`config.mk`:
```
export PLATFORM = sky130hd
export DESIGN_NAME = md5_hash_engine_with_variant
export DESIGN_NICKNAME = d
export VERILOG_FILES = /design/src/sv/md5v_pkg.sv /design/src/sv/md5v_front.sv /design/src/sv/md5v_back.sv /design/src/sv/md5_hash_engine_with_variant.sv
export SDC_FILE = /design/constraint.sdc
export NUM_CORES = 2
export LEC_CHECK = 0
export BUFFER_PORTS_ARGS = -buffer_cell sky130_fd_sc_hd__buf_4
export CAP_MARGIN = 20
export CORE_ASPECT_RATIO = 0.7
export CORE_MARGIN = 2
export CORE_UTILIZATION = 50
export CTS_CLUSTER_SIZE = 28
export DETAILED_ROUTE_END_ITERATION = 8
export HOLD_SLACK_MARGIN = 0.03
export PLACE_DENSITY = 0.68
export SETUP_SLACK_MARGIN = 0.15
export SYNTH_ARGS = -nofsm -noshare
export SYNTH_HDL_FRONTEND = slang
export SYNTH_SLANG_ARGS = --single-unit
```
`constraint.sdc`:
```
create_clock -name i_clk -period 10.4 [get_ports i_clk]
set_input_delay 0.52 -clock i_clk [delete_from_list [all_inputs] [get_ports i_clk]]
set_output_delay 0.52 -clock i_clk [all_outputs]
set_load 0.005 [all_outputs]
```
`src/sv/md5v_pkg.sv`:
```
// Shared types, constants and round tables for the MD5 engine.
// Used by md5v_front, md5v_back and the top level; no dependencies.
package md5v_pkg;

    localparam logic [31:0] IV_A = 32'h67452301;
    localparam logic [31:0] IV_B = 32'hefcdab89;
    localparam logic [31:0] IV_C = 32'h98badcfe;
    localparam logic [31:0] IV_D = 32'h10325476;

    localparam logic [31:0] K28_STD = 32'h455a14ed;
    localparam logic [31:0] K28_VAR = 32'h445a14ed;
    localparam logic [5:0]  K28_ROUND = 6'd27;
    localparam logic [7:0]  PAD_BYTE = 8'h80;
    localparam logic [5:0]  LAST_POS = 6'h3f;
    localparam logic [5:0]  LEN_POS = 6'd56;

    localparam logic [31:0] K_TAB [64] = '{
        32'hd76aa478, 32'he8c7b756, 32'h242070db, 32'hc1bdceee,
        32'hf57c0faf, 32'h4787c62a, 32'ha8304613, 32'hfd469501,
        32'h698098d8, 32'h8b44f7af, 32'hffff5bb1, 32'h895cd7be,
        32'h6b901122, 32'hfd987193, 32'ha679438e, 32'h49b40821,
        32'hf61e2562, 32'hc040b340, 32'h265e5a51, 32'he9b6c7aa,
        32'hd62f105d, 32'h02441453, 32'hd8a1e681, 32'he7d3fbc8,
        32'h21e1cde6, 32'hc33707d6, 32'hf4d50d87, 32'h455a14ed,
        32'ha9e3e905, 32'hfcefa3f8, 32'h676f02d9, 32'h8d2a4c8a,
        32'hfffa3942, 32'h8771f681, 32'h6d9d6122, 32'hfde5380c,
        32'ha4beea44, 32'h4bdecfa9, 32'hf6bb4b60, 32'hbebfbc70,
        32'h289b7ec6, 32'heaa127fa, 32'hd4ef3085, 32'h04881d05,
        32'hd9d4d039, 32'he6db99e5, 32'h1fa27cf8, 32'hc4ac5665,
        32'hf4292244, 32'h432aff97, 32'hab9423a7, 32'hfc93a039,
        32'h655b59c3, 32'h8f0ccc92, 32'hffeff47d, 32'h85845dd1,
        32'h6fa87e4f, 32'hfe2ce6e0, 32'ha3014314, 32'h4e0811a1,
        32'hf7537e82, 32'hbd3af235, 32'h2ad7d2bb, 32'heb86d391
    };

    localparam logic [4:0] S_TAB [16] = '{
        5'd7, 5'd12, 5'd17, 5'd22, 5'd5, 5'd9, 5'd14, 5'd20,
        5'd4, 5'd11, 5'd16, 5'd23, 5'd6, 5'd10, 5'd15, 5'd21
    };

    typedef enum logic [1:0] {F_IDLE, F_PAD1, F_PAD2} t_fstate;
    typedef enum logic [1:0] {B_IDLE, B_ROUND, B_ADD, B_EMIT} t_bstate;

    // Block queue status from the front and control from the back.
    typedef struct packed {
        logic [1:0] full;
        logic [1:0] last;
    } t_q_stat;

    typedef struct packed {
        logic       pop;
        logic       sel;
        logic [3:0] idx;
    } t_q_ctl;

    // Message word used by a round.
    function automatic logic [3:0] msg_index(input logic [5:0] rnd);
        logic [7:0] v;
        begin
            case (rnd[5:4])
                2'd0:    v = {2'b00, rnd};
                2'd1:    v = 8'd5 * {2'b00, rnd} + 8'd1;
                2'd2:    v = 8'd3 * {2'b00, rnd} + 8'd5;
                default: v = 8'd7 * {2'b00, rnd};
            endcase
            msg_index = v[3:0];
        end
    endfunction

    function automatic logic [4:0] rot_amount(input logic [5:0] rnd);
        begin
            rot_amount = S_TAB[{rnd[5:4], rnd[1:0]}];
        end
    endfunction

endpackage

```
`src/sv/md5v_front.sv`:
```
// Front end: packs request bytes into a two-slot block queue and pads.
// Depends on md5v_pkg.
module md5v_front (
    input  logic               i_clk,
    input  logic               i_rst_n,
    input  logic               i_valid,
    output logic               o_stall,
    input  logic [7:0]         i_data_byte,
    input  logic               i_has_byte,
    input  logic               i_end_of_message,
    input  md5v_pkg::t_q_ctl   i_ctl,
    output md5v_pkg::t_q_stat  o_stat,
    output logic [31:0]        o_word
);

    logic [31:0]       r_buf [2][16];
    logic [1:0]        r_full, n_full;
    logic [1:0]        r_last, n_last;
    logic              r_wsel, n_wsel;
    logic [63:0]       r_bits, n_bits;
    md5v_pkg::t_fstate r_state, n_state;

    logic [5:0] pos;
    logic       slot_free;
    logic       acc;
    logic       take_byte;
    logic       pad_go;

    assign pos       = r_bits[8:3];
    assign slot_free = !r_full[r_wsel];
    assign o_stall   = (r_state != md5v_pkg::F_IDLE) || !slot_free;
    assign acc       = i_valid && !o_stall;
    assign take_byte = acc && i_has_byte;
    assign pad_go    = (r_state != md5v_pkg::F_IDLE) && slot_free;

    assign o_stat.full = r_full;
    assign o_stat.last = r_last;
    assign o_word      = r_buf[i_ctl.sel][i_ctl.idx];

    always_comb begin
        n_state = r_state;
        n_bits  = r_bits;
        n_full  = r_full;
        n_last  = r_last;
        n_wsel  = r_wsel;
        if (i_ctl.pop) begin
            n_full[i_ctl.sel] = 1'b0;
        end
        case (r_state)
            md5v_pkg::F_IDLE: begin
                if (acc) begin
                    if (i_has_byte) begin
                        n_bits = r_bits + 64'd8;
                        if (pos == md5v_pkg::LAST_POS) begin
                            n_full[r_wsel] = 1'b1;
                            n_last[r_wsel] = 1'b0;
                            n_wsel = !r_wsel;
                        end
                    end
                    if (i_end_of_message) begin
                        n_state = md5v_pkg::F_PAD1;
                    end
                end
            end
            md5v_pkg::F_PAD1: begin
                if (slot_free) begin
                    n_full[r_wsel] = 1'b1;
                    n_wsel = !r_wsel;
                    if (pos < md5v_pkg::LEN_POS) begin
                        n_last[r_wsel] = 1'b1;
                        n_bits = '0;
                        n_state = md5v_pkg::F_IDLE;
                    end else begin
                        n_last[r_wsel] = 1'b0;
                        n_state = md5v_pkg::F_PAD2;
                    end
                end
            end
            md5v_pkg::F_PAD2: begin
                if (slot_free) begin
                    n_full[r_wsel] = 1'b1;
                    n_last[r_wsel] = 1'b1;
                    n_wsel = !r_wsel;
                    n_bits = '0;
                    n_state = md5v_pkg::F_IDLE;
                end
            end
            default: n_state = md5v_pkg::F_IDLE;
        endcase
    end

    always_ff @(posedge i_clk) begin
        if (!i_rst_n) begin
            r_state <= md5v_pkg::F_IDLE;
            r_bits  <= '0;
            r_full  <= '0;
            r_last  <= '0;
            r_wsel  <= 1'b0;
        end else begin
            r_state <= n_state;
            r_bits  <= n_bits;
            r_full  <= n_full;
            r_last  <= n_last;
            r_wsel  <= n_wsel;
        end
    end

    // Block data: byte writes while filling; at close, padding of the rest of the block and, if needed, a whole block.
    always_ff @(posedge i_clk) begin
        for (int w = 0; w < 16; w++) begin
            for (int l = 0; l < 4; l++) begin
                if (take_byte && pos == 6'(w * 4 + l)) begin
                    r_buf[r_wsel][w][l*8 +: 8] <= i_data_byte;
                end else if (pad_go && r_state == md5v_pkg::F_PAD1) begin
                    if (pos == 6'(w * 4 + l)) begin
                        r_buf[r_wsel][w][l*8 +: 8] <= md5v_pkg::PAD_BYTE;
                    end else if (6'(w * 4 + l) > pos) begin
                        r_buf[r_wsel][w][l*8 +: 8] <= 8'h00;
                    end
                end else if (pad_go && r_state == md5v_pkg::F_PAD2) begin
                    r_buf[r_wsel][w][l*8 +: 8] <= 8'h00;
                end
            end
        end
        // The bit length goes in the last two words of the final block.
        if (pad_go && (r_state == md5v_pkg::F_PAD2 || pos < md5v_pkg::LEN_POS)) begin
            r_buf[r_wsel][14] <= r_bits[31:0];
            r_buf[r_wsel][15] <= r_bits[63:32];
        end
    end

endmodule

```
`src/sv/md5v_back.sv`:
```
// Back end: 64-round compression, one round per cycle, and digest output.
// Depends on md5v_pkg; reads blocks from the md5v_front queue.
module md5v_back (
    input  logic               i_clk,
    input  logic               i_rst_n,
    input  logic               i_cfg_we,
    input  logic               i_cfg_variant,
    input  md5v_pkg::t_q_stat  i_stat,
    input  logic [31:0]        i_word,
    output md5v_pkg::t_q_ctl   o_ctl,
    output logic               o_valid,
    input  logic               i_stall,
    output logic [31:0]        o_digest_word,
    output logic [1:0]         o_word_index,
    output logic               o_last_word
);

    md5v_pkg::t_bstate r_state, n_state;
    logic [31:0] r_chain [4];
    logic [31:0] r_a, r_b, r_c, r_d;
    logic [5:0]  r_rnd;
    logic        r_rsel;
    logic        r_var;
    logic [1:0]  r_oidx;

    logic [31:0] f, k, sum, nb;
    logic [63:0] dbl;

    always_comb begin
        case (r_rnd[5:4])
            2'd0:    f = r_d ^ (r_b & (r_c ^ r_d));
            2'd1:    f = r_c ^ (r_d & (r_b ^ r_c));
            2'd2:    f = r_b ^ r_c ^ r_d;
            default: f = r_c ^ (r_b | ~r_d);
        endcase
        if (r_rnd == md5v_pkg::K28_ROUND) begin
            k = r_var ? md5v_pkg::K28_VAR : md5v_pkg::K28_STD;
        end else begin
            k = md5v_pkg::K_TAB[r_rnd];
        end
        sum = r_a + f + k + i_word;
        dbl = {sum, sum} << md5v_pkg::rot_amount(r_rnd);
        nb  = r_b + dbl[63:32];
    end

    assign o_ctl.pop = (r_state == md5v_pkg::B_ADD);
    assign o_ctl.sel = r_rsel;
    assign o_ctl.idx = md5v_pkg::msg_index(r_rnd);

    assign o_valid       = (r_state == md5v_pkg::B_EMIT);
    assign o_digest_word = r_chain[r_oidx];
    assign o_word_index  = r_oidx;
    assign o_last_word   = (r_oidx == 2'd3);

    always_comb begin
        n_state = r_state;
        case (r_state)
            md5v_pkg::B_IDLE:  if (i_stat.full[r_rsel]) n_state = md5v_pkg::B_ROUND;
            md5v_pkg::B_ROUND: if (r_rnd == 6'd63) n_state = md5v_pkg::B_ADD;
            md5v_pkg::B_ADD: begin
                n_state = i_stat.last[r_rsel] ? md5v_pkg::B_EMIT : md5v_pkg::B_IDLE;
            end
            md5v_pkg::B_EMIT: begin
                if (!i_stall && r_oidx == 2'd3) n_state = md5v_pkg::B_IDLE;
            end
            default: n_state = md5v_pkg::B_IDLE;
        endcase
    end

    always_ff @(posedge i_clk) begin
        if (!i_rst_n) begin
            r_state    <= md5v_pkg::B_IDLE;
            r_rnd      <= '0;
            r_rsel     <= 1'b0;
            r_var      <= 1'b0;
            r_oidx     <= '0;
            r_chain[0] <= md5v_pkg::IV_A;
            r_chain[1] <= md5v_pkg::IV_B;
            r_chain[2] <= md5v_pkg::IV_C;
            r_chain[3] <= md5v_pkg::IV_D;
        end else begin
            r_state <= n_state;
            if (i_cfg_we) r_var <= i_cfg_variant;
            case (r_state)
                md5v_pkg::B_IDLE:  r_rnd <= '0;
                md5v_pkg::B_ROUND: r_rnd <= r_rnd + 6'd1;
                md5v_pkg::B_ADD: begin
                    r_chain[0] <= r_chain[0] + r_a;
                    r_chain[1] <= r_chain[1] + r_b;
                    r_chain[2] <= r_chain[2] + r_c;
                    r_chain[3] <= r_chain[3] + r_d;
                    r_rsel     <= !r_rsel;
                    r_oidx     <= '0;
                end
                md5v_pkg::B_EMIT: begin
                    if (!i_stall) begin
                        r_oidx <= r_oidx + 2'd1;
                        if (r_oidx == 2'd3) begin
                            r_chain[0] <= md5v_pkg::IV_A;
                            r_chain[1] <= md5v_pkg::IV_B;
                            r_chain[2] <= md5v_pkg::IV_C;
                            r_chain[3] <= md5v_pkg::IV_D;
                        end
                    end
                end
                default: r_rnd <= '0;
            endcase
        end
    end

    // Working variables of the round loop.
    always_ff @(posedge i_clk) begin
        if (r_state == md5v_pkg::B_IDLE) begin
            r_a <= r_chain[0];
            r_b <= r_chain[1];
            r_c <= r_chain[2];
            r_d <= r_chain[3];
        end else if (r_state == md5v_pkg::B_ROUND) begin
            r_a <= r_d;
            r_b <= nb;
            r_c <= r_b;
            r_d <= r_c;
        end
    end

`ifndef NO_ASSERTIONS
    a_pop_full: assert property (@(posedge i_clk) disable iff (!i_rst_n)
        (r_state == md5v_pkg::B_ADD) |-> i_stat.full[r_rsel])
        else $error("block released from an empty slot");
    a_emit_hold: assert property (@(posedge i_clk) disable iff (!i_rst_n)
        (r_state == md5v_pkg::B_EMIT && i_stall) |=>
        (r_state == md5v_pkg::B_EMIT && $stable(r_oidx)))
        else $error("digest word lost while stalled");
    a_round_end: assert property (@(posedge i_clk) disable iff (!i_rst_n)
        (r_state == md5v_pkg::B_ROUND && r_rnd == 6'd63) |=> (r_state == md5v_pkg::B_ADD))
        else $error("compression did not finish after 64 rounds");
`endif

endmodule

```
`src/sv/md5_hash_engine_with_variant.sv`:
```
// Top level of the MD5 engine: front end, block queue and compression back end.
// Depends on md5v_pkg, md5v_front and md5v_back.
//
// Usage:
// The input channel (i_valid / o_stall) takes one request per cycle while o_stall
// is low: an optional byte (i_has_byte) and an end-of-message flag. Bytes fill a
// 64-byte block in a two-slot queue; each full block is compressed by the back
// end, one round per cycle, then the chaining words are folded in (B_ADD) and the
// next block is loaded (B_IDLE). Sustained throughput is set by the single round
// unit; the front end fills the other slot meanwhile. A closing request builds
// the padded block(s) in F_PAD1, plus F_PAD2 when padding needs a second block,
// after which the back end compresses them and presents the four digest words
// A, B, C, D on o_valid / i_stall, one per cycle while i_stall is low, and
// o_last_word marks D.
// While the receiver stalls, the current digest word holds and the back end
// waits; the front end keeps filling until both queue slots are full.
// Reset (synchronous, active low) empties the queue, clears the bit count,
// loads the initial chaining words and sets the variant to standard MD5.
// i_cfg_we with i_cfg_variant selects the round-28 constant; write it only idle.
module md5_hash_engine_with_variant (
    input  logic        i_clk,
    input  logic        i_rst_n,
    input  logic        i_cfg_we,
    input  logic        i_cfg_variant,
    input  logic        i_valid,
    output logic        o_stall,
    input  logic [7:0]  i_data_byte,
    input  logic        i_has_byte,
    input  logic        i_end_of_message,
    output logic        o_valid,
    input  logic        i_stall,
    output logic [31:0] o_digest_word,
    output logic [1:0]  o_word_index,
    output logic        o_last_word
);

    md5v_pkg::t_q_stat q_stat;
    md5v_pkg::t_q_ctl  q_ctl;
    logic [31:0]       q_word;

    md5v_front u_front (
        .i_clk            (i_clk),
        .i_rst_n          (i_rst_n),
        .i_valid          (i_valid),
        .o_stall          (o_stall),
        .i_data_byte      (i_data_byte),
        .i_has_byte       (i_has_byte),
        .i_end_of_message (i_end_of_message),
        .i_ctl            (q_ctl),
        .o_stat           (q_stat),
        .o_word           (q_word)
    );

    md5v_back u_back (
        .i_clk         (i_clk),
        .i_rst_n       (i_rst_n),
        .i_cfg_we      (i_cfg_we),
        .i_cfg_variant (i_cfg_variant),
        .i_stat        (q_stat),
        .i_word        (q_word),
        .o_ctl         (q_ctl),
        .o_valid       (o_valid),
        .i_stall       (i_stall),
        .o_digest_word (o_digest_word),
        .o_word_index  (o_word_index),
        .o_last_word   (o_last_word)
    );

endmodule
```
# Yosys cells after proc, flatten, opt, wreduce, memory -nomap -nowiden
# Memories as Yosys holds them, arrays and structs flattened. A register that Yosys moved wholly into a read port is not among the register bits.
# Cells that the tools add are included.
word_totals:
  reg_bits: 211
  ram_bits: 1152
  mem_bits_ro: 2128
  input_bits: 16
  out_inout_bits: 37
  elab_cells: 1639
  memories: 4
mem_list:
  columns: ["name", "depth", "word_bits", "read_ports", "rd_clocked_by_memory_dff", "write_ports", "line_no", "rtl"]
  rows:
  - ["(name not given)", 64, 32, 1, 0, 0, "md5v_back.sv:39", "k = md5v_pkg::K_TAB[r_rnd];"]
  - ["u_front.r_buf", 2, 512, 1, 1, 1, "md5v_front.sv:16", "logic [31:0] r_buf [2][16];"]
  - ["u_back.r_chain", 4, 32, 5, 1, 4, "md5v_back.sv:19", "logic [31:0] r_chain [4];"]
  - ["(name not given)", 16, 5, 1, 0, 0, "md5v_pkg.sv:72", "rot_amount = S_TAB[{rnd[5:4], rnd[1:0]}];"]
op_classes:
  add_sub_neg: 13
  n_mul: 3
  order_cmp: 72
  eq_ne: 85
  n_shift: 1
  muxes: 1124
  bitwise: 227
  n_reduce_logical: 96
op_table:
  columns: ["operator", "n"]
  rows:
  - ["$mux 8", 200]
  - ["$mux 1", 859]
  - ["$mux 32", 21]
  - ["$mux 64", 5]
  - ["$add 32x32->32", 8]
  - ["$or 1x1->1", 208]
  - ["$eq 6x6->1 const B", 33]
  - ["$gt 6x6->1 const A", 32]
  - ["$pmux 64 s3", 1]
  - ["$xor 32x32->32", 6]
  - ["$bmux 32 s4", 1]
  - ["$eq 6x5->1 const B", 17]
  - ["$gt 5x6->1 const A", 16]
  - ["$pmux 32 s3", 1]
  - ["$logic_and 1x1->1", 73]
  - ["$add 64x4->64 const B", 1]
  - ["$and 32x32->32", 2]
  - ["$shl 64x5->64", 1]
  - ["$eq 6x4->1 const B", 8]
  - ["$gt 4x6->1 const A", 8]
  - ["$mux 2", 23]
  - ["$not 32->32", 1]
  - ["$or 32x32->32", 1]
  - ["$mux 25", 1]
  - ["46 further kinds", 94]

# Logic depth before layout (Yosys ltp)
logic_depth:
  word_depth: 13
  depth_mapped: 47
  ltp_nobuf: 41

# By module
# From an unflattened synthesis, not the netlist that was laid out.
unflattened:
  hier_cells: 7003
  area_unflattened_um2: 78794.3
modules_own_cells:
  columns: ["mod", "n_inst", "cells_each", "area_per_inst_um2", "seq_area_each_um2"]
  rows:
  - ["md5v_front", 1, 3276, 49203.4, 32110.8]
  - ["md5v_back", 1, 3727, 29590.9, 7327.0]

# Worst setup path before layout
# Ideal clock, no wire load.
synth_timing:
  path_kind: "register to register"
  from: "register u_back.r_rnd[2]"
  to: "register u_back.r_b[20] (data pin)"
  setup_time_ns: 0.267
  arrival_time_ns: 10.605
  t_required_ns: 10.133
  slack_ns: -0.472
  path_stages_with_launch: 45
  n_path_buf: 8
  synth_period_minus_slack_ns: 10.872
  cell_sequence: "dfxtp_1 > clkbuf_1 > inv_1 > clkbuf_1 > buf_1 > ha_1 > inv_1 > fa_1 > mux4_2 > buf_4 > buf_6 > clkbuf_1 > clkbuf_1 > buf_1 > mux2i_1 > a211oi_1 > a21oi_1 > fa_1 > (+9 left out) > a211oi_1 > a211oi_1 > a21o_1 > a221oi_1 > mux2i_1 > ha_1 > nor2b_1 > o21ai_0 > a21boi_0 > o41ai_1 > a21oi_1 > o41ai_1 > o21ai_0 > a21o_1 > a21o_1 > a21oi_1 > xnor2_1 > o21ai_0"
synth_between:
  elab_chain_cells: 12
  elab_cells_between_ends: 22
  cone_classes: "5 x add/sub; 3 x mul; 1 x eq/ne; 1 x shift; 9 x mux; 2 x bitwise; 1 x memory"
synth_rtl:
  columns: ["element", "line_no", "rtl"]
  rows:
  - ["from (decl)", "md5v_back.sv:21", "logic [5:0] r_rnd;"]
  - ["from (signal assigned)", "md5v_back.sv:86", "md5v_pkg::B_ROUND: r_rnd <= r_rnd + 6'd1;"]
  - ["$mul 2x6->4 or $mul 3x6->4 (tied branches)", "md5v_pkg.sv:63, md5v_pkg.sv:62", null]
  - ["$add 4x3->4 or $add 4x1->4 (tied branches)", "md5v_pkg.sv:63, md5v_pkg.sv:62", null]
  - ["$pmux 4 s3", "md5v_pkg.sv:60", "case (rnd[5:4])"]
  - ["$not 4->5 (implied by the code)", "md5v_front.sv:38", "assign o_word = r_buf[i_ctl.sel][i_ctl.idx];"]
  - ["$bmux 32 s4", "md5v_front.sv:38", null]
  - ["$mux 32 (implied by the code) (2 in series)", "md5v_front.sv:38", null]
  - ["$add 32x32->32 *", "md5v_back.sv:41", "sum = r_a + f + k + i_word;"]
  - ["$shl 64x5->64 *", "md5v_back.sv:42", "dbl = {sum, sum} << md5v_pkg::rot_amount(r_rnd);"]
  - ["$add 32x32->32 *", "md5v_back.sv:43", "nb = r_b + dbl[63:32];"]
  - ["$mux 32 *", "md5v_back.sv:118", "end else if (r_state == md5v_pkg::B_ROUND) begin"]
  - ["$mux 32 *", "md5v_back.sv:113", "if (r_state == md5v_pkg::B_IDLE) begin"]
  - ["to (signal assigned)", "md5v_back.sv:115", "r_b <= r_chain[1];"]
  - ["to (signal assigned)", "md5v_back.sv:120", "r_b <= nb;"]
  - ["to (decl)", "md5v_back.sv:20", "logic [31:0] r_a, r_b, r_c, r_d;"]
# Every way passes the cells marked *; elsewhere a longest branch is shown, timed or not. The select of a mux whose other input is x is not followed.
# A chain may end at the register's enable or synchronous reset.

# Worst setup path after layout
layout_timing:
  from: "register u_back.r_rnd[1]"
  to: "register u_back.r_b[30] (data pin)"
layout_between:
  elab_chain_cells: 12
  elab_cells_between_ends: 26
  cone_classes: "5 x add/sub; 3 x mul; 1 x eq/ne; 1 x shift; 11 x mux; 3 x bitwise; 2 x memory"
layout_rtl:
  columns: ["element", "line_no"]
  rows:
  - ["$mul 2x6->4 or $mul 3x6->4 (tied branches)", "md5v_pkg.sv:63, md5v_pkg.sv:62"]
  - ["$add 4x3->4 or $add 4x1->4 (tied branches)", "md5v_pkg.sv:63, md5v_pkg.sv:62"]
  - ["$pmux 4 s3", "md5v_pkg.sv:60"]
  - ["$not 4->5 (implied by the code)", "md5v_front.sv:38"]
  - ["$bmux 32 s4", "md5v_front.sv:38"]
  - ["$mux 32 (implied by the code) (2 in series)", "md5v_front.sv:38"]
  - ["$add 32x32->32", "md5v_back.sv:41"]
  - ["$shl 64x5->64 *", "md5v_back.sv:42"]
  - ["$add 32x32->32 *", "md5v_back.sv:43"]
  - ["$mux 32 *", "md5v_back.sv:118"]
  - ["$mux 32 *", "md5v_back.sv:113"]
# Marked as above.

==> metrics.md <==
| Metric | Value |
|---|---|
| Crit-path most repeated cell | buf_4 |
| Die H | 333.7 um |
| #FFs+latches synth | 1363 |
| Synth Area in Adders | 5.832% |
| Area growth, synth to finish | 10.31% |
| Ys async rst share | 0% |
| R2R Path End | u_back.r_b[30]$_DFFE_PP_ |
| Final nets | 7224 |
| Drc violations | 0 |
| I/O pins | 53 |
| Hpwl dp | 183500 um |
| WS Path Type | flop to flop |
| CP arrival | 10.53 ns |
| Slew @ Worst Pin | 1.179 ns |
| Drt wl/cell | approximately 29 um |
| Sequential power share | 35.8% |
| Initial antenna violation count | 6 |
| Status | finished, final reports clean |
| CTS Root Buffer Type | clkbuf_16 |
| Register area share after synthesis | 50.81% |
| Pwr Density | roughly 210 mW/mm2 |
| Initial cell density of the core | 50.56% |
| Later-pin clock latency in the skew report | between 0.8 and 0.9 ns |
| Core Area | 0.1536 mm2 |
| Type of the tightest min-delay check | input pin to flop |
| CP max FO | 27 |
| Post-route setup slack | 0.5062 ns |
| Max-slew violation count | 0 |
| Die Area | roughly 0.16 mm2 |
| Final min period | 9.894 ns |
| Largest family of logic cells by synthesized area | simple AND/OR/NAND/NOR gates |
| RSZ-0062 raised after global routing | true |
| Synth cell count leaders | edfxtp_1, nand2_1, nor2_1, a21oi_1, and2_1 |
| Crit path launch type | flop |
| Leading area contributor after synthesis | edfxtp_1 |
| Cells on worst reg2reg path | 43 |
| Clock transition at path regs | 0.06 ns |
| Hold Crit Start | i_stall |
| Vias in the first global route | ~56000 |
| Worst r2r src | u_back.r_rnd[1]$_SDFFE_PN0P_ |
| Tcrit/Tclk final | 95.13% |
| Max Fclk | 101.1 MHz |
| Hold depth | 4 |
| Final setup violation count | 0 |
| Syn_nets | 7252 |
| Most instantiated library cell after synthesis | edfxtp_1 |
| Fillers | 12700 |
| Post-synthesis xor/xnor area fraction | 2.811% |
| CTS tree | done |
| Overall power | 0.01772 W |
| Ranking of synthesized cells by area | edfxtp_1, mux4_2, dfxtp_1 |
| Rows | 120 |
| Synthesized instance count | 6941 |
| Initial DRC count | 9851 |
| Syn. warnings | 0 |
| Fin Setup TNS | 0 ns |
| Share of cells above drive strength 1 | 13.02% |
| Clock sink total | 1363 |
| Worst path max stage delay | 0.67 ns |
| Slew headroom | 21.37% |
| Total number of vias | 59920 |
| Synthesized area per cell | ~11 um2 |
| Most used DFF post-synth | edfxtp_1 |
| # port buffers | 52 |
| Total gr overflow | 0 |
| Post-synth EDFFs | 1216 |
| Synth Area in Compound Gates | 13.02% |
| Worst Skew | 0.05798 ns |
| Switch share | 35.50% |
| H-tree depth | 4 |
| Synth top area share | 47.02% |
| Die X | roughly 480 um |
| Clock buffer count from CTS | 139 |
| Final WL | 261100 um |
| Clock Tree Buf Depth | 3 |
| NetSw | about 0.0063 W |
| CP required | around 11 ns |
| Pre-CTS setup slack | 0.2134 ns |
| Max-cap violation count | 0 |
| GRT Total Usage | 32.32% |
| Post-synthesis cell type count | 90 |
| Final count of hold timing violations | 0 |
| Post-Synth Simple-Gate Area | 13.96% |
| Comb pwr share | 36.5% |
| First-pass iteration count of the detailed router | 9 |
| Cell at the slowest stage of the critical path | ha_1 |
| Worst VDD drop | 0.0002881 V |
| Post-synthesis mux area share | ~10% |
| R2r setup slk | 0.51 ns |
| Critical Path Sink Type | flop |
| First-pass GRT wire length | between 300000 and 400000 um |
| Pin count of the biggest net entering global routing | about 110 |
| Clk network pwr share | 27.7% |
| Antenna viol nets, final | 0 |
| Post-Syn Area | 0.07766 mm2 |
| Global placer's final weighted congestion | 1.067 |
| Static Leak | 30.34 nW |
| Internal Power | 0.01143 W |
| Avg Vias per Cell | 6.589 |
[worst max-delay path by stage]
stage,from,endpoint,slack (ns),cells after the start
after global routing,u_back.r_rnd[2]$_SDFFE_PN0P_,u_back.r_b[20]$_DFFE_PP_,0.08,43
after detailed placement,u_back.r_rnd[2]$_SDFFE_PN0P_,u_back.r_b[30]$_DFFE_PP_,0.21,42
after global placement,u_back.r_rnd[2]$_SDFFE_PN0P_,u_back.r_b[20]$_DFFE_PP_,0.29,40
after floorplan,u_back.r_rnd[2]$_SDFFE_PN0P_,u_back.r_b[20]$_DFFE_PP_,0.24,44
final,u_back.r_rnd[1]$_SDFFE_PN0P_,u_back.r_b[30]$_DFFE_PP_,0.51,43
after CTS,u_back.r_rnd[0]$_SDFFE_PN0P_,u_back.r_b[30]$_DFFE_PP_,0.16,39
[per-layer routing]
metal / vias up / global-route usage [%] / part of all wire (%) / wire (um)
li1: 25790 / - / - / -
met4: 2 / 8.890 / 2.7 / 7165
met1: 29720 / 50.15 / 43 / 112400
met5: - / 0 / 0.0050 / 13
met3: 462 / 10.70 / 15 / 37990
met2: 3948 / 42.57 / 40 / 103500
[what timing repair did]
item / 4_1_cts / 5_1_grt
setup buffers: 0 / 13
gates resized for setup: 0 / 51
hold buffers: 3 / 0
endpoints found under the setup margin: 0 / 19
hold endpoints to repair: 2 / 0
[power groups by stage]
| stage | Combinational, W | Sequential, W | Clock (W) |
|---|---|---|---|
| 5_1_grt | 0.00704 | 0.00635 | 0.00514 |
| 3_5_place_dp | 0.00603 | 0.00645 | 0 |
| 3_3_place_gp | 0.00596 | 0.00644 | 0 |
| 4_1_cts | 0.00609 | 0.00633 | 0.00493 |
| 6_report | 0.00646 | 0.00635 | 0.00492 |
| 2_1_floorplan | 0.00428 | 0.00635 | 0 |
[cells in the final DEF (no fill, tap or decap), types with 32 or more instances in the layout]
cell type | synthesis | final
maj3_1 | 32 | 32
clkbuf_16 | 0 | 141
fa_1 | 69 | 69
a31oi_1 | 165 | 163
ha_1 | 226 | 224
xnor2_1 | 121 | 117
mux4_2 | 285 | 284
and2_1 | 441 | 440
and3_1 | 74 | 74
dfxtp_1 | 147 | 139
nand4_1 | 34 | 34
o211ai_1 | 36 | 36
xor2_1 | 123 | 123
mux2i_1 | 120 | 118
a21o_1 | 84 | 84
nor2_1 | 518 | 512
inv_1 | 245 | 242
buf_4 | 1 | 263
a21oi_1 | 472 | 457
o21a_1 | 52 | 51
edfxtp_1 | 1216 | 1216
nand2b_1 | 44 | 43
nand2_1 | 751 | 747
o21ai_0 | 343 | 333
nor2b_1 | 74 | 74
nand3_1 | 144 | 142
nor3_1 | 90 | 88
a211oi_1 | 141 | 134
[worst max-delay path: cells and delay by family (launching register included)]
family | cells | cell delay [ns]
muxes | 1 | 0.16
DFF | 1 | 0.35
buffers and inverters | 8 | 1.42
AOI/OAI and AO/OA | 22 | 4.37
and+or+nand+nor | 6 | 1.00
adders and majority gates | 6 | 2.40
[sequential cells by signal, summed over array words and instances (netlist names), 2 cells and up, named ones only]
signal,count
u_back.r_b,32
u_back.r_chain,128
u_front.r_buf,1024
u_front.r_last,2
u_back.r_state,2
u_back.r_a,32
u_back.r_d,32
u_front.r_state,2
u_back.r_c,32
u_back.o_word_index,2
u_front.r_bits,61
u_front.r_full,2
u_back.r_rnd,6
[final cells by class]
cell class | instances | area [um2] | area share [%]
Antenna cell | 1 | 2.502 | 0.002921
Tap cell | 2074 | 2595 | 3.029
Multi-Input combinational cell | 4874 | 35920 | 41.93
Clock buffer | 172 | 3654 | 4.265
Sequential cell | 1363 | 39480 | 46.09
Inverter | 248 | 935.9 | 1.092
Clock inverter | 75 | 691.9 | 0.8076
Timing Repair Buffer | 287 | 2392 | 2.792
[metrics by stage]
step	hold slack (ns)	cells	utilization, %	instance area [um2]
final	0.08653	9094	55.78	85670
after global routing	0.1049	9093	55.78	85670
after CTS	0.04299	9070	55.51	85270
after detailed placement	0.4485	8820	52.66	80890
after global placement	0.4432	8820	52.66	80890
after floorplan	0.4285	6941	-	77680
[cell families after synthesis]
group | after synthesis
xor gates and xnor gates | 246
muxes | 427
buffers and inverters | 705
and+or+nand+nor | 2273
DFF | 1363
AOI/OAI and AO/OA | 1600
adders and majority gates | 327
No activity file was read; power rests on OpenSTA's default activity.
